[src/csb_pkg.sv]
// ----------------------------------------------------------------------------
// csb_pkg
// Shared types and constants for the bucket counting sort engine.
// ----------------------------------------------------------------------------
`default_nettype none

package csb_pkg;

  localparam int unsigned MaxBucketsDef  = 256;
  localparam int unsigned MaxElementsDef = 1048576;

  localparam int unsigned OpW     = 2;
  localparam int unsigned ValW    = 64;
  localparam int unsigned PosW    = 20;
  localparam int unsigned StatusW = 2;
  localparam int unsigned BitsW   = 4;

  localparam logic [BitsW-1:0] BitsReset = 4'd8;

  typedef enum logic [OpW-1:0] {
    OP_CLEAR  = 2'd0,
    OP_COUNT  = 2'd1,
    OP_PREFIX = 2'd2,
    OP_PLACE  = 2'd3
  } op_e;

  typedef enum logic [StatusW-1:0] {
    ST_OK    = 2'd0,
    ST_SAT   = 2'd1,
    ST_EMPTY = 2'd2
  } status_e;

  // controller -> datapath
  typedef struct packed {
    logic load_item;  // capture op and element
    logic idx_clr;    // walk index and running sum to zero
    logic idx_inc;
    logic rd_bucket;  // read at the item's bucket instead of the walk index
    logic wr_zero;
    logic wr_prefix;
    logic wr_rmw;     // count/place update at the item's bucket
    logic emit;       // register the result and strobe it next cycle
  } csb_cmd_t;

  // datapath -> controller
  typedef struct packed {
    logic last_clear;
    logic last_prefix;
  } csb_sts_t;

endpackage

`default_nettype wire

[src/csb_ctrl.sv]
// ----------------------------------------------------------------------------
// csb_ctrl
// Sequencer for the counting sort engine: reset clearing pass, clear sweep,
// prefix walk and single-bucket read-modify-write.
// ----------------------------------------------------------------------------
`default_nettype none

module csb_ctrl import csb_pkg::*; (
  input  wire logic           clk_i,
  input  wire logic           rst_ni,
  input  wire logic           start,
  input  wire logic [OpW-1:0] op_i,
  input  wire csb_sts_t       sts_i,
  output csb_cmd_t            cmd_o,
  output logic                busy
);

  typedef enum logic [6:0] {
    S_INIT   = 7'b0000001,
    S_IDLE   = 7'b0000010,
    S_CLEAR  = 7'b0000100,
    S_PRE_RD = 7'b0001000,
    S_PRE_WR = 7'b0010000,
    S_RMW_RD = 7'b0100000,
    S_RMW_WR = 7'b1000000
  } state_e;

  state_e state_q, state_d;

  always_ff @(posedge clk_i or negedge rst_ni) begin
    if (!rst_ni) begin
      state_q <= S_INIT;
    end else begin
      state_q <= state_d;
    end
  end

  always_comb begin
    state_d = state_q;
    cmd_o   = '0;
    unique case (state_q)
      S_INIT: begin
        // memory wipe after reset, no result
        cmd_o.wr_zero = 1'b1;
        if (sts_i.last_clear) begin
          state_d = S_IDLE;
        end else begin
          cmd_o.idx_inc = 1'b1;
        end
      end
      S_IDLE: begin
        if (start) begin
          cmd_o.load_item = 1'b1;
          cmd_o.idx_clr   = 1'b1;
          case (op_e'(op_i))
            OP_CLEAR:  state_d = S_CLEAR;
            OP_PREFIX: state_d = S_PRE_RD;
            default:   state_d = S_RMW_RD;
          endcase
        end
      end
      S_CLEAR: begin
        cmd_o.wr_zero = 1'b1;
        if (sts_i.last_clear) begin
          cmd_o.emit = 1'b1;
          state_d    = S_IDLE;
        end else begin
          cmd_o.idx_inc = 1'b1;
        end
      end
      S_PRE_RD: begin
        state_d = S_PRE_WR;
      end
      S_PRE_WR: begin
        cmd_o.wr_prefix = 1'b1;
        if (sts_i.last_prefix) begin
          cmd_o.emit = 1'b1;
          state_d    = S_IDLE;
        end else begin
          cmd_o.idx_inc = 1'b1;
          state_d       = S_PRE_RD;
        end
      end
      S_RMW_RD: begin
        cmd_o.rd_bucket = 1'b1;
        state_d         = S_RMW_WR;
      end
      S_RMW_WR: begin
        cmd_o.wr_rmw = 1'b1;
        cmd_o.emit   = 1'b1;
        state_d      = S_IDLE;
      end
      default: begin
        state_d = S_IDLE;
      end
    endcase
  end

  assign busy = (state_q != S_IDLE);

endmodule

`default_nettype wire

[config.mk]
export PLATFORM = sky130hd
export DESIGN_NAME = csb_ctrl
export DESIGN_NICKNAME = d
export VERILOG_FILES = /design/src/csb_pkg.sv /design/src/csb_ctrl.sv
export SDC_FILE = /design/constraint.sdc
export NUM_CORES = 1
export LEC_CHECK = 0
export BUFFER_PORTS_ARGS = -buffer_cell sky130_fd_sc_hd__buf_2
export CAP_MARGIN = 30
export CORE_MARGIN = 3
export CORE_UTILIZATION = 30
export DETAILED_ROUTE_END_ITERATION = 16
export PLACE_DENSITY = 0.59
export SYNTH_ARGS = -nofsm -noshare
export SYNTH_HDL_FRONTEND = slang
export SYNTH_SLANG_ARGS = --single-unit
[constraint.sdc]
create_clock -name clk_i -period 3.7 [get_ports clk_i]
set_clock_uncertainty 0.1 [all_clocks]
set_input_delay 0.185 -clock clk_i [delete_from_list [all_inputs] [get_ports clk_i]]
set_output_delay 0.185 -clock clk_i [all_outputs]
set_load 0.03 [all_outputs]
Word-level counts from Yosys, hierarchy flattened

Cells that the tools add are included.

Multiplexer cells: 17
Reductions and logical operators: 3
Eq/ne operators: 11

Operator list:

| operator                                              | number |
|---|---|
| case mux 7 bit (5 select lines)                       | 1 |
| two-way mux 7 bit                                     | 2 |
| case mux 6 bit (2 select lines)                       | 1 |
| two-way mux 1 bit                                     | 8 |
| == test 7 x 1 -> 1 bit, second input constant         | 1 |
| == test 7 x 2 -> 1 bit, second input constant         | 1 |
| == test 7 x 3 -> 1 bit, second input constant         | 1 |
| == test 7 x 4 -> 1 bit, second input constant         | 1 |
| == test 7 x 5 -> 1 bit, second input constant         | 1 |
| == test 7 x 6 -> 1 bit, second input constant         | 1 |
| == test 7 bit, second input constant                  | 1 |
| inequality test 7 x 2 -> 1 bit, second input constant | 1 |
| two-way mux 2 bit                                     | 2 |
| two-way mux 4 bit                                     | 1 |
| case mux 1 bit (3 select lines)                       | 1 |
| == test 2 bit, second input constant                  | 1 |
| zero test 2 bit                                       | 1 |
| inequality test 2 x 1 -> 1 bit, second input constant | 1 |
| inequality test 2 bit, second input constant          | 1 |
| case mux 1 bit (2 select lines)                       | 1 |
| AND reduction 2 bit                                   | 1 |
| OR reduction 2 bit                                    | 1 |

Bits in registers: 7
Logic and storage cells: 32
Input bits: 7

Depth between registers and ports, before layout

Depth in word-level cells: 4
Mapped depth: 5
Mapped depth without buffers: 3

Least setup slack after synthesis

OpenSTA, ideal clock, no wires.

Path type: reg-to-output
From: register state_q[6]
To: output cmd_o[4] in the netlist's numbering
Required time: 3,415 ps
Arrival: 1,833 ps
Path slack: 1,582 ps
Cell stages (with the launch flop): 4
Buffers on the path: 0
Path through: dfrtp_1 > nor3_2 > nand2b_1 > nor4b_1

RTL lines:

| what                   | RTL line       | source |
|---|---|---|
| from (decl)            | csb_ctrl.sv:28 | `state_e state_q, state_d;` |
| from (signal assigned) | csb_ctrl.sv:34 | `state_q <= state_d;` |
| to (decl)              | csb_ctrl.sv:14 | `output csb_cmd_t cmd_o,` |

==> impl_results.md <==
- Unrepaired setup endpoints after global routing: false
- Worst path slowest cell: dfrtp_1
- Maximum vdd drop: 0.300 mV
- Combinational cell fraction of total power: 48.2%
- #FFs+latches synth: 7
- Commonest non-fill, non-tap cell in the layout: buf_2
- Proportion of synthesized chip area in sequential cells: 34.6%
- Mapped Area: 509 µm²
- Std-Cell Rows: 14
- Worst setup path startpoint: state_q[6]
- Switching part of the total power: 47.3%
- Max cap viols: 0
- Area Overhead vs Synth: 18.9%
- Avg WL per Cell: 12.9 µm
- # fillers: 157
- Worst slew margin: 75.8%
- CP cell instances: nor3_2 > nand2b_1 > nor4b_1 > buf_2
- Critical R2R Capture: state_q[1]
- Root Buffer: clkbuf_4
- Inst Count DP: 82
- CP Data Required Time: about 3.4 ns
- FF-to-FF path depth: 3
- # nets final: 79
- Final min period: 1.99 ns
- Iter 0 DRT Violations: 15
- Worst setup SP type: flip-flop
- Clock sinks: 7
- TritonCTS clock tree: yes
- Pin count of the biggest net entering global routing: 11
- Max FFs per register: 7
- Min-Delay Path Class: input pin to flip-flop
- Post-place instance area: roughly 570 µm²
- Die Ht: 47.2 µm
- Ys Warns: 0
- Setup crit end kind: output pin
- Global-route wire length before repair: ~1.9 mm
- Tcrit/Tclk final: 53.9%
- Reg2reg setup slack: 2.21 ns
- Initial antenna violation count: 0
- Top reg by flops: state_q
- # setup viols final: 0
- Clock Tree Buf Depth: 2
- Buffers and inverters on the worst path: 1
- DR top layer: met4
- DPL Wire Length: 883 µm
- Syn_nets: 62
- Pins over their slew limit: 0
- Full die area: 2230 µm²
- Antenna-violating nets left: 0
- H-tree depth: 1
- Hold depth: 2
- Sequential Power Share: 33.4%
- Post-CTS setup buffers: 0
- Outcome: finished, final reports clean
- Top delay family on crit path: simple AND/OR/NAND/NOR gates
- Cells after Synth: 55
- Static Leak: 0.313 nW
- Leading registers by flop count: state_q x7
- Via/cell ratio: 5.29
- CP Class: flip-flop to output pin
- Proportion of layout cells with a drive suffix above 1: 33.8%
- Min Hold Slack: 0.0350 ns
- Crit path arrival time: ~1.7 ns
- Core Box Area: 1560 µm²
- Design Area, Final: slightly above 600 µm²
- DRC: 0
- Met2 WL: 448 µm
- TritonCTS buffer count: 3
- Diode count: 0
- Hold path endpoint: state_q[2]
- Synth Area per Inst: around 9 µm²
- Later-pin clock latency in the skew report: between 0.2 and 0.3 ns
- Final hold vios: 0
- Worst Tran Pin Value: 0.360 ns
- Non-Filler Instances: a little under 90
- GP Congestion: around 0.76
- Clock share of power: 18.4%
- I/O pins: 16
- Fmax: roughly 0.5 GHz
- Worst-path clk slew: approximately 0.050 ns
- Final wirelength: approximately 1.1 mm
- Slowest stage delay, CP: 0.49 ns
- Sw power: 0.182 mW
- Via count: 460
- WL met3: ~64 µm
- DRT Pass-1 Iters: 4
- Commonest non-fill, non-tap cells in the layout: buf_2, dfrtp_1, nand2_1, nor3_1
- Pint: 0.202 mW
- Die Wd: around 47 µm
- Initial core utilization: 32.7%
- Reg area: 176 µm²
- Worst r2r src: state_q[1]
- Sum Neg Setup Slack: 0 ns
- Area of the multi-input gates: 287 µm²
- # port buffers: 15
- M1 wire length: ~590 µm
- Post-synth cell types: 30
- Vias in the first global route: 399
- Overflow after GRT: 0
- Critical-path maximum fanout: 8
- Total GRT Usage: about an eighth
- Min-delay src: op_i[1]
- P per Cell Area: 634 nW/µm²
==> power groups by stage <==
stage	combinational (mW)	clock (mW)	sequential (mW)
6_report	0.185	0.0706	0.128
5_1_grt	0.203	0.0777	0.132
4_1_cts	0.186	0.0735	0.127
3_5_place_dp	0.186	0	0.129
3_3_place_gp	0.185	0	0.127
2_1_floorplan	0.180	0	0.106
==> worst max path at each step <==
stage | endpoint | slack (ns) | cells after the start
global route | cmd_o[4] | 1.59 | 4
finish | cmd_o[4] | 1.71 | 4
global placement | cmd_o[4] | 1.97 | 4
CTS | cmd_o[4] | 1.69 | 4
floorplan | cmd_o[4] | 1.58 | 3
detailed placement | cmd_o[4] | 1.96 | 4
==> per-layer routing <==
layer | vias to the layer above | track usage [%]
met5 | - | 0
met4 | 0 | 6.63
met3 | 2 | 4.60
met2 | 13 | 13.8
met1 | 213 | 19.2
li1 | 232 | -
==> worst register-to-register path: stages (launching register included) <==
cell and delay (ns):
dfrtp_1 0.48, nor3_2 0.39, nand3_1 0.20, a31o_1 0.21
==> Yosys cell counts (all sizes together) <==
cell    number  area, µm²
nor3         7       45.0
dfrtp        6        150
nand2        5       18.8
buf          4       35.0
inv          3       11.3
nand2b       3       18.8
nand3        3       20.0
nor2         3       11.3
nor4b        3       26.3
nand4        2       12.5
nor4         2       27.5
a21oi        1       5.00
a31o         1       8.76
and3         1       6.26
and4         1       8.76
dfstp        1       26.3
mux2i        1       10.0
nand3b       1       7.51
nor2b        1       6.26
nor3b        1       7.51
o211a        1       10.0
o21ai        1       5.00
o41ai        1       16.3
or3          1       6.26
xor2         1       8.76
==> per-stage QoR <==
stage               setup WS, ns  power (mW)  utilization (%)
floorplan                   1.58       0.286                -
global placement            1.97       0.313             36.5
finish                      1.71       0.384             38.8
CTS                         1.69       0.387             38.8
detailed placement          1.96       0.314             36.5
global route                1.59       0.413             38.8
==> kinds of logic (layout without fill, tap and decap cells) <==
kind of cell              Yosys count  in the layout  share of synthesized area [%]
muxes                               1              1                           1.97
AOI/OAI and AO/OA                   5              5                           8.84
and+or+nand+nor                    34             34                           43.7
xor gates and xnor gates            1              1                           1.72
DFF                                 7              7                           34.6
buffers and inverters               7             23                           9.09
==> what timing repair did <==
item / in CTS / in global routing
setup endpoints to repair: 0 / 0
hold endpoints to repair: 7 / 0
hold buffers: 1 / 0
resized for setup: 0 / 0
==> cell type report <==
| class | count | area share [%] |
|---|---|---|
| inverter | 3 | 1.86 |
| timing repair buffer | 16 | 14.0 |
| multi-input combinational | 41 | 47.3 |
| sequential | 7 | 29.1 |
| tap | 16 | 3.31 |
| clock buffer | 4 | 4.34 |
(Power assumes the default switching activity.)
